--- src/hdl/programmable_io_interrupt_timer_macros.svh ---
// Assertion macros used by programmable_io_interrupt_timer.sv.
`ifndef PROGRAMMABLE_IO_INTERRUPT_TIMER_MACROS_SVH
`define PROGRAMMABLE_IO_INTERRUPT_TIMER_MACROS_SVH

// Same-cycle implication, sampled on clk and disabled during reset.
`define PIT_ASSERT_NOW(label, ante, cons) \
	label: assert property (@(posedge clk) disable iff (!arst_n) (ante) |-> (cons)) \
		else $error("pit assertion failed");

// Next-cycle implication, sampled on clk and disabled during reset.
`define PIT_ASSERT_NEXT(label, ante, cons) \
	label: assert property (@(posedge clk) disable iff (!arst_n) (ante) |=> (cons)) \
		else $error("pit assertion failed");

`endif

--- src/hdl/pit_pkg.sv ---
`timescale 1ns / 1ps

package pit_pkg;

	typedef enum logic [2:0] {
		ACT_WRITE = 3'd0,
		ACT_READ  = 3'd1,
		ACT_TICK  = 3'd2,
		ACT_RAISE = 3'd3,
		ACT_CLEAR = 3'd4
	} action_t;

	typedef struct packed {
		logic [2:0]  action;
		logic [4:0]  bit_index;
		logic        write_bit;
		logic [15:0] int_lines;
		logic [7:0]  key_row;
		logic        caps_lock;
		logic        cassette_in;
	} cmd_item_t;

	typedef struct packed {
		logic       read_bit;
		logic       int_request;
		logic [1:0] int_level;
		logic [2:0] key_column;
		logic       alpha_lock;
		logic       motor_one;
		logic       motor_two;
		logic       audio_gate;
		logic       cassette_out;
	} rsp_item_t;

	localparam logic [15:0] LVL_EXT   = 16'h0002;
	localparam logic [15:0] LVL_VDP   = 16'h0004;
	localparam logic [15:0] LVL_CLOCK = 16'h0008;

	localparam logic [1:0] LEVEL_NONE  = 2'd0;
	localparam logic [1:0] LEVEL_EXT   = 2'd1;
	localparam logic [1:0] LEVEL_VDP   = 2'd2;
	localparam logic [1:0] LEVEL_CLOCK = 2'd3;

	localparam logic [4:0] BIT_MODE      = 5'd0;
	localparam logic [4:0] BIT_INT_LAST  = 5'd14;
	localparam logic [4:0] BIT_COL_FIRST = 5'd18;
	localparam logic [4:0] BIT_COL_LAST  = 5'd20;
	localparam logic [4:0] BIT_LAT_FIRST = 5'd21;
	localparam logic [4:0] BIT_LAT_LAST  = 5'd25;
	localparam logic [4:0] BIT_PEND_LAST = 5'd2;
	localparam logic [4:0] BIT_KEY_FIRST = 5'd3;
	localparam logic [4:0] BIT_KEY_LAST  = 5'd10;
	localparam logic [4:0] BIT_ALPHA_KEY = 5'd7;
	localparam logic [4:0] BIT_MODE_A    = 5'd12;
	localparam logic [4:0] BIT_MODE_B    = 5'd16;
	localparam logic [4:0] BIT_MODE_C    = 5'd17;
	localparam logic [4:0] BIT_CAPS      = 5'd21;
	localparam logic [4:0] BIT_CASSETTE  = 5'd27;

endpackage

--- src/hdl/pit_if.sv ---
`timescale 1ns / 1ps

interface pit_cmd_if import pit_pkg::*; ();
	logic      valid;
	logic      ready;
	cmd_item_t data;

	modport source (output valid, output data, input ready);
	modport sink (input valid, input data, output ready);
endinterface

interface pit_rsp_if import pit_pkg::*; ();
	logic      valid;
	logic      ready;
	rsp_item_t data;

	modport source (output valid, output data, input ready);
	modport sink (input valid, input data, output ready);
endinterface

--- src/hdl/programmable_io_interrupt_timer.sv ---
// Channel  Direction  Contents
// cmd      in         action, bit index, write bit, interrupt lines, key row, caps, cassette in
// rsp      out        read bit, interrupt request and level, column and output latches
//
// An accepted item waits in the input register until rsp is not stalled, then moves into the
// result register, where its result is offered. One item is accepted per cycle unless rsp
// stalls; the state updates as an item moves into the result register.
// While rsp is stalled the input register still takes one item, then cmd.ready drops.
// arst_n clears all timer, interrupt and latch state to zero and empties both registers.
`timescale 1ns / 1ps
`include "programmable_io_interrupt_timer_macros.svh"

module programmable_io_interrupt_timer import pit_pkg::*; (
	input logic clk,
	input logic arst_n,
	pit_cmd_if.sink cmd,
	pit_rsp_if.source rsp
);

	logic        valid_s1;
	cmd_item_t   item_s1;
	logic        out_valid_q;
	rsp_item_t   out_q;

	logic [15:0] enable_q, pending_q;
	logic [1:0]  level_q;
	logic        clock_mode_q;
	logic [14:0] latched_q, active_q, dec_q, frozen_q;
	logic [2:0]  column_q;
	logic [4:0]  latches_q;

	logic [15:0] enable_n, pending_n, live;
	logic [1:0]  level_n;
	logic        clock_mode_n;
	logic [14:0] latched_n, active_n, dec_n, frozen_n;
	logic [2:0]  column_n;
	logic [4:0]  latches_n;
	logic        do_pick, req, rb;

	logic        advance, step, mode_step;
	logic [4:0]  bidx, bm1, bm3, bm18, bm21;
	logic [15:0] m, lower;
	logic        d;

	function automatic logic key_bit(input logic [7:0] row, input logic [2:0] idx);
		key_bit = row[idx];
	endfunction

	assign advance   = !out_valid_q || rsp.ready;
	assign step      = valid_s1 && advance;
	assign mode_step = step && item_s1.action == ACT_WRITE && item_s1.bit_index == BIT_MODE;
	assign cmd.ready = !valid_s1 || advance;
	assign rsp.valid = out_valid_q;
	assign rsp.data  = out_q;

	assign bidx  = item_s1.bit_index;
	assign d     = item_s1.write_bit;
	assign bm1   = bidx - 5'd1;
	assign bm3   = bidx - BIT_KEY_FIRST;
	assign bm18  = bidx - BIT_COL_FIRST;
	assign bm21  = bidx - BIT_LAT_FIRST;
	assign m     = 16'd1 << bidx;
	assign lower = m - 16'd1;

	always_comb begin
		enable_n     = enable_q;
		pending_n    = pending_q;
		clock_mode_n = clock_mode_q;
		latched_n    = latched_q;
		active_n     = active_q;
		dec_n        = dec_q;
		frozen_n     = frozen_q;
		column_n     = column_q;
		latches_n    = latches_q;
		do_pick      = 1'b0;
		rb           = 1'b0;
		unique case (item_s1.action)
			ACT_WRITE: begin
				if (bidx == BIT_MODE) begin
					if (!d) begin
						active_n     = latched_q;
						dec_n        = latched_q;
						clock_mode_n = 1'b0;
					end else begin
						frozen_n     = (active_q == '0 || dec_q == active_q) ? '0 : dec_q;
						clock_mode_n = 1'b1;
					end
				end else if (bidx <= BIT_INT_LAST) begin
					if (clock_mode_q) begin
						latched_n[bidx[3:0]] = d;
					end else begin
						enable_n[bidx[3:0]] = d;
						if (d && (pending_q & m) != '0) begin
							pending_n = pending_q & ~m;
							do_pick   = 1'b1;
						end
					end
				end else if (bidx >= BIT_COL_FIRST && bidx <= BIT_COL_LAST) begin
					column_n[bm18[1:0]] = d;
				end else if (bidx >= BIT_LAT_FIRST && bidx <= BIT_LAT_LAST) begin
					latches_n[bm21[2:0]] = d;
				end
			end
			ACT_READ: begin
				if (bidx == BIT_MODE) begin
					rb = 1'b1;
				end else if (bidx <= BIT_KEY_LAST) begin
					if (clock_mode_q) begin
						rb = frozen_q[bm1[3:0]];
					end else if (bidx <= BIT_PEND_LAST) begin
						rb = enable_q[bidx[3:0]] && !pending_q[bidx[3:0]];
					end else if (enable_q[bidx[3:0]]) begin
						rb = (pending_q & lower) == '0 && pending_q[bidx[3:0]];
					end else begin
						rb = !(key_bit(item_s1.key_row, bm3[2:0]) ||
							(bidx == BIT_ALPHA_KEY && item_s1.caps_lock && !latches_q[0]));
					end
				end else if (bidx == BIT_MODE_A || bidx == BIT_MODE_B || bidx == BIT_MODE_C) begin
					rb = !clock_mode_q;
				end else if (bidx == BIT_CAPS) begin
					rb = item_s1.caps_lock;
				end else if (bidx == BIT_CASSETTE) begin
					rb = item_s1.cassette_in;
				end
			end
			ACT_TICK: begin
				if (!clock_mode_q && active_q != '0) begin
					if (dec_q == '0) begin
						dec_n = active_q;
						if ((enable_q & LVL_CLOCK) != '0) begin
							pending_n = pending_q | LVL_CLOCK;
							do_pick   = 1'b1;
						end
					end else begin
						dec_n = dec_q - 15'd1;
					end
				end
			end
			ACT_RAISE: begin
				if ((enable_q & item_s1.int_lines) != '0) begin
					pending_n = pending_q | item_s1.int_lines;
					do_pick   = 1'b1;
				end
			end
			ACT_CLEAR: begin
				if ((pending_q & item_s1.int_lines) != '0) begin
					pending_n = pending_q & ~item_s1.int_lines;
					do_pick   = 1'b1;
				end
			end
			default: begin
			end
		endcase
	end

	always_comb begin
		live    = pending_n & enable_n;
		level_n = level_q;
		if (do_pick && live != '0) begin
			priority if (live[1]) begin
				level_n = LEVEL_EXT;
			end else if (live[2]) begin
				level_n = LEVEL_VDP;
			end else if (live[3]) begin
				level_n = LEVEL_CLOCK;
			end else begin
				level_n = LEVEL_NONE;
			end
		end
		req = do_pick && live != '0 && level_n != LEVEL_NONE;
	end

	always_ff @(posedge clk) begin
		if (cmd.valid && cmd.ready) begin
			item_s1 <= cmd.data;
		end
		if (step) begin
			out_q.read_bit     <= rb;
			out_q.int_request  <= req;
			out_q.int_level    <= level_n;
			out_q.key_column   <= column_n;
			out_q.alpha_lock   <= latches_n[0];
			out_q.motor_one    <= latches_n[1];
			out_q.motor_two    <= latches_n[2];
			out_q.audio_gate   <= latches_n[3];
			out_q.cassette_out <= latches_n[4];
		end
	end

	always_ff @(posedge clk or negedge arst_n) begin
		if (!arst_n) begin
			valid_s1     <= 1'b0;
			out_valid_q  <= 1'b0;
			enable_q     <= '0;
			pending_q    <= '0;
			level_q      <= '0;
			clock_mode_q <= 1'b0;
			latched_q    <= '0;
			active_q     <= '0;
			dec_q        <= '0;
			frozen_q     <= '0;
			column_q     <= '0;
			latches_q    <= '0;
		end else begin
			if (cmd.ready) begin
				valid_s1 <= cmd.valid;
			end
			if (advance) begin
				out_valid_q <= valid_s1;
			end
			if (step) begin
				enable_q     <= enable_n;
				pending_q    <= pending_n;
				level_q      <= level_n;
				clock_mode_q <= clock_mode_n;
				latched_q    <= latched_n;
				active_q     <= active_n;
				dec_q        <= dec_n;
				frozen_q     <= frozen_n;
				column_q     <= column_n;
				latches_q    <= latches_n;
			end
		end
	end

	`PIT_ASSERT_NOW(a_req_has_level, out_valid_q && out_q.int_request, out_q.int_level != LEVEL_NONE)
	`PIT_ASSERT_NOW(a_dec_in_range, 1'b1, dec_q <= active_q)
	`PIT_ASSERT_NOW(a_ready_when_empty, !out_valid_q, cmd.ready)
	`PIT_ASSERT_NEXT(a_clock_mode_holds_dec, clock_mode_q && !mode_step, $stable(dec_q))

endmodule
--- src/flat_wrapper.sv ---
// flat-port wrapper written by rule: the top's interface ports become plain ports
module programmable_io_interrupt_timer_flat import pit_pkg::*;
  (clk, arst_n, cmd_valid, cmd_data, cmd_ready, rsp_valid, rsp_data, rsp_ready);
  pit_cmd_if cmd_i ();
  pit_rsp_if rsp_i ();
  input logic clk;
  input logic arst_n;
  input wire logic [$bits(cmd_i.valid)-1:0] cmd_valid;
  input wire logic [$bits(cmd_i.data)-1:0] cmd_data;
  output wire logic [$bits(cmd_i.ready)-1:0] cmd_ready;
  output wire logic [$bits(rsp_i.valid)-1:0] rsp_valid;
  output wire logic [$bits(rsp_i.data)-1:0] rsp_data;
  input wire logic [$bits(rsp_i.ready)-1:0] rsp_ready;
  assign cmd_i.valid = cmd_valid;
  assign cmd_i.data = cmd_data;
  assign cmd_ready = cmd_i.ready;
  assign rsp_valid = rsp_i.valid;
  assign rsp_data = rsp_i.data;
  assign rsp_i.ready = rsp_ready;
  programmable_io_interrupt_timer u_core (.clk(clk), .arst_n(arst_n), .cmd(cmd_i), .rsp(rsp_i));
endmodule
--- config.mk ---
export PLATFORM = sky130hd
export DESIGN_NAME = programmable_io_interrupt_timer_flat
export DESIGN_NICKNAME = d
export VERILOG_FILES = /design/src/hdl/pit_pkg.sv /design/src/hdl/pit_if.sv /design/src/hdl/programmable_io_interrupt_timer.sv /design/src/flat_wrapper.sv
export VERILOG_INCLUDE_DIRS = /design/src /design/src/hdl
export SDC_FILE = /design/constraint.sdc
export NUM_CORES = 1
export LEC_CHECK = 0
export BUFFER_PORTS_ARGS = -buffer_cell sky130_fd_sc_hd__buf_4
export CORE_MARGIN = 2
export CORE_UTILIZATION = 55
export DETAILED_ROUTE_END_ITERATION = 16
export PLACE_DENSITY = 0.8
export SLEW_MARGIN = 0
export SYNTH_ARGS = -nofsm -noshare
export SYNTH_HDL_FRONTEND = slang
export SYNTH_SLANG_ARGS = --single-unit
--- constraint.sdc ---
create_clock -name clk -period 4.87 [get_ports clk]
set_clock_uncertainty 0.1 [all_clocks]
set_input_delay 0.487 -clock clk [delete_from_list [all_inputs] [get_ports clk]]
set_output_delay 0.487 -clock clk [all_outputs]
set_load 0.1 [all_outputs]
; After elaboration in Yosys (flattened, before gate mapping)
; Cells that the tools add are included.
[word_totals]
inputBits = 39
reg_bits = 152
out_inout_bits = 14
word_cells = 190
[op_classes]
bitwise_logic = 12
n_reduce_logical = 44
n_addsub = 6
eq_ne = 14
shifts = 1
order_cmp = 15
n_mux = 70
[op_table]
columns = op, n
row1 = 2-to-1 mux 16 bit, 10
row2 = bitwise AND 16 bit, 7
row3 = 2-to-1 mux 15 bit, 5
row4 = one-hot mux 16 bit (4 select lines), 1
row5 = nonzero test 16 bit, 4
row6 = inverter 16 bit, 2
row7 = zero test 15 bit, 2
row8 = one-hot mux 15 bit (2 select lines), 1
row9 = 2-to-1 mux 1 bit, 25
row10 = 2-to-1 mux 5 bit, 5
row11 = "== test 5 bit, second input constant", 4
row12 = bitwise mux 16 bit, 1
row13 = zero test 16 bit, 1
row14 = bitwise OR 16 bit, 1
row15 = "left shift 1 x 5 -> 16 bit, first input constant", 1
row16 = "subtractor 16 x 1 -> 16 bit, second input constant", 1
row17 = bitwise mux 15 bit, 1
row18 = == test 15 bit, 1
row19 = logical AND 1 bit, 15
row20 = nonzero test 15 bit, 1
row21 = "subtractor 15 x 1 -> 15 bit, second input constant", 1
row22 = binary-select mux 1 bit (select 4 bit), 3
row23 = 2-to-1 mux 3 bit, 4
row24 = 2-to-1 mux 4 bit, 3
row25 = other kinds (38), 62

; Longest topological paths before layout
[logic_depth]
ltp_word = 16
depth_mapped = 16
depth_no_buf = 13

; Worst setup path after synthesis
; No wires, ideal clock.
[synth_path]
kind = reg-to-reg
from = reg u_core.item_s1, in the netlist u_core.bidx[0]
to = reg u_core.out_q, in the netlist u_core.rsp.data[8], data pin
period_less_slack_ps = 4028
required_ps = 4511
setup_time_ps = 259
n_path_buf = 2
stages_incl_launch_ff = 14
slack_ps = 842
arrival_time_ps = 3669
cell_sequence = edfxtp_1 -> clkbuf_1 -> clkbuf_1 -> inv_1 -> ha_1 -> a221oi_2 -> and2_1 -> and3_1 -> mux2_2 -> a2111oi_0 -> nand4_1 -> nor4_4 -> a21boi_2 -> a2bb2oi_1
[synth_between]
elab_chain_len = 14
word_cells_on_any_way = 35
cone_classes = 3 x order compare / 1 x shift / 21 x mux / 4 x bitwise / 6 x reduce/logical
[synth_rtl]
columns = item, line
row1 = from (decl), programmable_io_interrupt_timer.sv:21  ; cmd_item_t item_s1;
row2 = from (signal assigned), programmable_io_interrupt_timer.sv:175  ; item_s1 <= cmd.data;
row3 = less-than comparator 4 x 5 -> 1 bit (implied by the code) (tied with other cells), programmable_io_interrupt_timer.sv:92  ; enable_n[bidx[3:0]] = d;
row4 = logical AND 1 bit (implied by the code) or bitwise AND 16 bit (tied branches), "programmable_io_interrupt_timer.sv:92, programmable_io_interrupt_timer.sv:93"
row5 = 2-to-1 mux 1 bit (implied by the code) or nonzero test 16 bit (tied branches), "programmable_io_interrupt_timer.sv:92, programmable_io_interrupt_timer.sv:93"
row6 = demux 1 bit (select 4 bit) or logical AND 1 bit (tied branches), -
row7 = bitwise mux 16 bit or 2-to-1 mux 16 bit (tied branches), "programmable_io_interrupt_timer.sv:92, programmable_io_interrupt_timer.sv:93"
row8 = 2-to-1 mux 16 bit, programmable_io_interrupt_timer.sv:89  ; if (clock_mode_q) begin
row9 = 2-to-1 mux 16 bit, programmable_io_interrupt_timer.sv:88  ; end else if (bidx <= BIT_INT_LAST) begin
row10 = 2-to-1 mux 16 bit, programmable_io_interrupt_timer.sv:79  ; if (bidx == BIT_MODE) begin
row11 = 2-to-1 mux 16 bit or one-hot mux 16 bit (4 select lines) (tied branches), programmable_io_interrupt_timer.sv:77  ; unique case (item_s1.action)
row12 = bitwise AND 16 bit, programmable_io_interrupt_timer.sv:157  ; live = pending_n & enable_n;
row13 = 2-to-1 mux 2 bit, programmable_io_interrupt_timer.sv:164  ; end else if (live[3]) begin
row14 = 2-to-1 mux 2 bit, programmable_io_interrupt_timer.sv:162  ; end else if (live[2]) begin
row15 = 2-to-1 mux 2 bit, programmable_io_interrupt_timer.sv:160  ; priority if (live[1]) begin
row16 = 2-to-1 mux 2 bit *, programmable_io_interrupt_timer.sv:159  ; if (do_pick && live != '0) begin
row17 = via u_core.level_n[0], programmable_io_interrupt_timer.sv:33  ; logic [1:0] level_n;
row18 = to (decl), programmable_io_interrupt_timer.sv:23  ; rsp_item_t out_q;
; The timed path passes the listed nets; every way through them passes the cells marked *.
; A chain may end at the register's enable or synchronous reset.

; Final worst setup path
[layout_path]
from = reg u_core.item_s1, in the netlist u_core.bidx[2]
to = reg u_core.out_q, in the netlist u_core.rsp.data[8], data pin
; Same word-level chain as after synthesis.

==> summary.txt <==
Outcome
  • Status: finished, final reports clean

GRT
  • GRT overflow: 0
  • Met2 Track Usage GR: 48.2%
  • GRT busiest layer: met1
  • M3 GR Usage: between 10% and 20%
  • GRT met1 Usage: approximately 50%
  • Pin count of the biggest net entering global routing: 76
  • Initial antenna violation count: 0
  • GRT Resource Usage Total: roughly a third
  • First-pass GRT wire length: between 40000 and 50000 um
  • Number of global-route vias before repair: ~7700

Power
  • Clock share of power: between 30% and 40%
  • NetSw: approximately 0.0012 W
  • Flop pwr share: between 40% and 50%
  • Switching share of total power: between 30% and 40%
  • Pint: 0.00239 W
  • Logic pwr share: about a fifth
  • P per Cell Area: about 350 nW/um2
  • Peak supply drop: roughly 0.00029 V
  • P_leak: roughly 4.3 nW
  • Tot Pwr: roughly 0.0036 W

Clock network
  • Clock transition at path regs: around 0.07 ns
  • CTS max path bufs: 2
  • Root buf cell: clkbuf_16
  • Resize count post-CTS: 0
  • Hold Buf Count CTS: 0
  • Post CTS Setup Buffer Count: 0
  • CTS H-Tree Depth: 4
  • Clock Sink Count: 152
  • Latest clock arrival within the worst-skew pair: 0.44 ns
  • TritonCTS Buffers: 17
  • CTS tree: built

STA
  • Final Slew Violations: 0
  • Fin crit share: around 84%
  • Post-layout min period: 4.08 ns
  • Final hold viol count: 0
  • Final setup violation count: 0
  • RSZ-0062 raised after global routing: no
  • Slew @ Worst Pin: 1.05 ns
  • FMAX: ~0.24 GHz
  • Setup TNS: 0 ns
  • Rel. slew slack: about 30%

Drt
  • First-pass detailed-route iteration total: 6
  • Vias/cell: about 6.9
  • Post-DRT Antenna Nets: 0
  • Drt total wl: 29700 um
  • Iteration-0 DRC Markers: approximately 1200
  • # DRC: 0
  • Via count: roughly 8000
  • Avg WL per Cell: between 20 and 30 um

Critical path
  • Critical Path Max Stage Delay: about 0.71 ns
  • Crit path cell chain: buf_4 > nor4bb_1 > o2bb2ai_1 > a311oi_1 > a31oi_2 > o21ai_0 > a32oi_1 > nand4_1 > nor4_4 > a21boi_2 > a2bb2oi_1
  • CP max-delay cell: nor4bb_1
  • Worst setup SP type: flip-flop
  • Critical Path AT: about 4.2 ns
  • CP required: around 5.0 ns
  • Setup crit end kind: flip-flop
  • Max Fanout on Critical Path: 11
  • Critical path type: reg -> reg

Floorplanning
  • Horiz. Die Dim: about 130 um
  • CORE AREA: roughly 16000 um2
  • Num ports: 53
  • Rows: 46
  • Die area: between 15000 and 20000 um2
  • DIE HEIGHT: between 100 and 150 um
  • Initial Utilization: ~57%

Logic synthesis
  • Distinct cells, synth: between 70 and 80
  • Ys Warns: 0
  • Post-synth EDFFs: 47
  • FF+latch count, synth: approximately 150
  • Post-Synthesis Cells: 917
  • Seq/Total Area, Yosys: roughly 45%
  • Synthesized area per cell: 9.83 um2
  • Top_reg_cell synth: dfrtp_1
  • Ys async rst share: just under 70%
  • Syn nets: 965
  • Syn Std Cell Area: roughly 9000 um2

Final layout
  • Ratio of cells with drive above 1 in the final layout: approximately 20%
  • Most common cell after layout, fill and taps aside: dfrtp_1
  • ANT cells: 0
  • Area Growth Syn to Fin: 13.3%
  • Most frequent cells in the layout: dfrtp_1 (105), nand2_1 (99), buf_4 (79)
  • Nets: between 900 and 1000

Placed design
  • HPWL after DPL: ~21000 um
  • Port Buf Inserts: 52
  • Placer congestion estimate: 1.01

Hold path
  • Hold WC Path Type: in -> async

Flow run
  • Max-cap violations: 0
## metrics by stage
| step | cell area [um2] | utilization [%] | setup slack, ns | hold slack [ns] | cells |
|---|---|---|---|---|---|
| finish | 10200 | 64.1 | 0.786 | 0.105 | 1177 |
| global route | 10200 | 64.1 | 0.574 | 0.110 | 1177 |
| CTS | 10200 | 64.1 | 0.921 | 0.110 | 1177 |
| detailed placement | 9620 | 60.4 | 0.945 | 0.296 | 1145 |
| global placement | 9620 | 60.4 | 0.964 | 0.292 | 1145 |
| floorplan | 9020 | - | 0.842 | 0.0914 | 917 |
## path summary, 6_finish.rpt
path	cells past startpoint	end	from	slack, ns
setup / recovery	11	u_core.rsp.data[8]$_DFFE_PP_	u_core.bidx[2]$_DFFE_PP_	0.79
hold / removal	1	u_core.active_q[9]$_DFFE_PN0P_	arst_n	0.11
setup reg to reg	11	u_core.rsp.data[8]$_DFFE_PP_	u_core.bidx[2]$_DFFE_PP_	0.79
hold reg to reg	0	u_core.latched_q[0]$_DFFE_PN0P_	u_core.latched_q[0]$_DFFE_PN0P_	0.32
max in group asynchronous	2	u_core.valid_s1$_DFFE_PN0N_	arst_n	3.58
min in group clk	1	u_core.item_s1[33]$_DFFE_PP_	cmd_data[33]	0.12
## state kept, by name (all words and copies together) (netlist names), 2 cells and up
name / count
u_core.column_q: 3
u_core.latches_q: 5
u_core.active_q: 15
u_core.enable_q: 16
u_core.frozen_q: 15
u_core.item_s1: 29
u_core.dec_q: 15
u_core.pending_q: 16
u_core.latched_q: 15
u_core.level_q: 2
u_core.rsp.data: 12
u_core.bidx: 5
## kinds of logic after synthesis
group / after synthesis / synth area share (%)
muxes: 87 / 11.9
xor gates and xnor gates: 33 / 3.21
and+or+nand+nor: 319 / 17.6
buffers and inverters: 91 / 3.94
adders and majority gates: 9 / 1.25
DFF: 152 / 44.8
AOI/OAI and AO/OA: 226 / 17.3
## area by class of cell
class | instances | area [um2]
Fill cell | 1303 | 5730
Multi-Input combinational cell | 674 | 4630
Sequential cell | 152 | 4040
Timing Repair Buffer | 79 | 593
Clock buffer | 19 | 464
Tap cell | 216 | 270
Clock inverter | 13 | 125
Inverter | 24 | 90.1
## synth_stat cells, types with 3 or more instances
cell       count  area share (%)
and4_1         3            0.29
a22o_1        35             3.4
o21ai_0       57             3.2
a31oi_1       12            0.83
nor2_1        59             2.5
a32oi_1        6            0.58
nand2b_1       9            0.62
nand2_1       99             4.1
inv_1         24             1.0
a21oi_1       36             2.0
clkbuf_1      55             2.3
ha_1           9             1.2
xor2_1         6            0.58
buf_1          6            0.25
o22ai_1        6            0.42
and3_1         6            0.42
a211oi_1      14             1.2
dfrtp_1      105              29
or2_2          5            0.35
nor3b_1        4            0.33
a222oi_1       5            0.56
xnor2_1       27             2.6
nor2b_1        9            0.62
buf_2          4            0.22
a22oi_1        5            0.42
mux4_2        10             2.5
or3_1          6            0.42
a2111oi_0      3            0.29
o211ai_1       4            0.33
nand3_1       46             2.6
nor4_1         9            0.62
o31ai_1        4            0.33
mux2_2        58             7.2
o32a_1         3            0.33
nor3_1        21             1.2
nand4_1       19             1.3
edfxtp_1      47              16
o21ai_1        3            0.17
mux2i_1       18             2.0
and2_1         9            0.62
a221oi_1      14             1.4
## power by group through the flow
stage	combinational, W	sequential, W	clock [W]
floorplan	0.000398	0.00161	0
global placement	0.000691	0.00159	0
detailed placement	0.000692	0.00158	0
CTS	0.000698	0.00156	0.00133
global route	0.000763	0.00158	0.00138
finish	0.000713	0.00157	0.00132
## metal layers
metal | part of all wire (%) | vias to the layer above
met3 | 13 | 81
met2 | 42 | 610
met4 | 2.8 | 0
met1 | 41 | 3980
met5 | 0 | -
li1 | - | 3499
## worst max-delay path: cells and delay by family (launching register included)
kind	cells	cell delay [ns]
DFF	1	0.58
buffers and inverters	1	0.27
AOI/OAI and AO/OA	7	1.57
and+or+nand+nor	3	1.32
(Power assumes the default switching activity.)
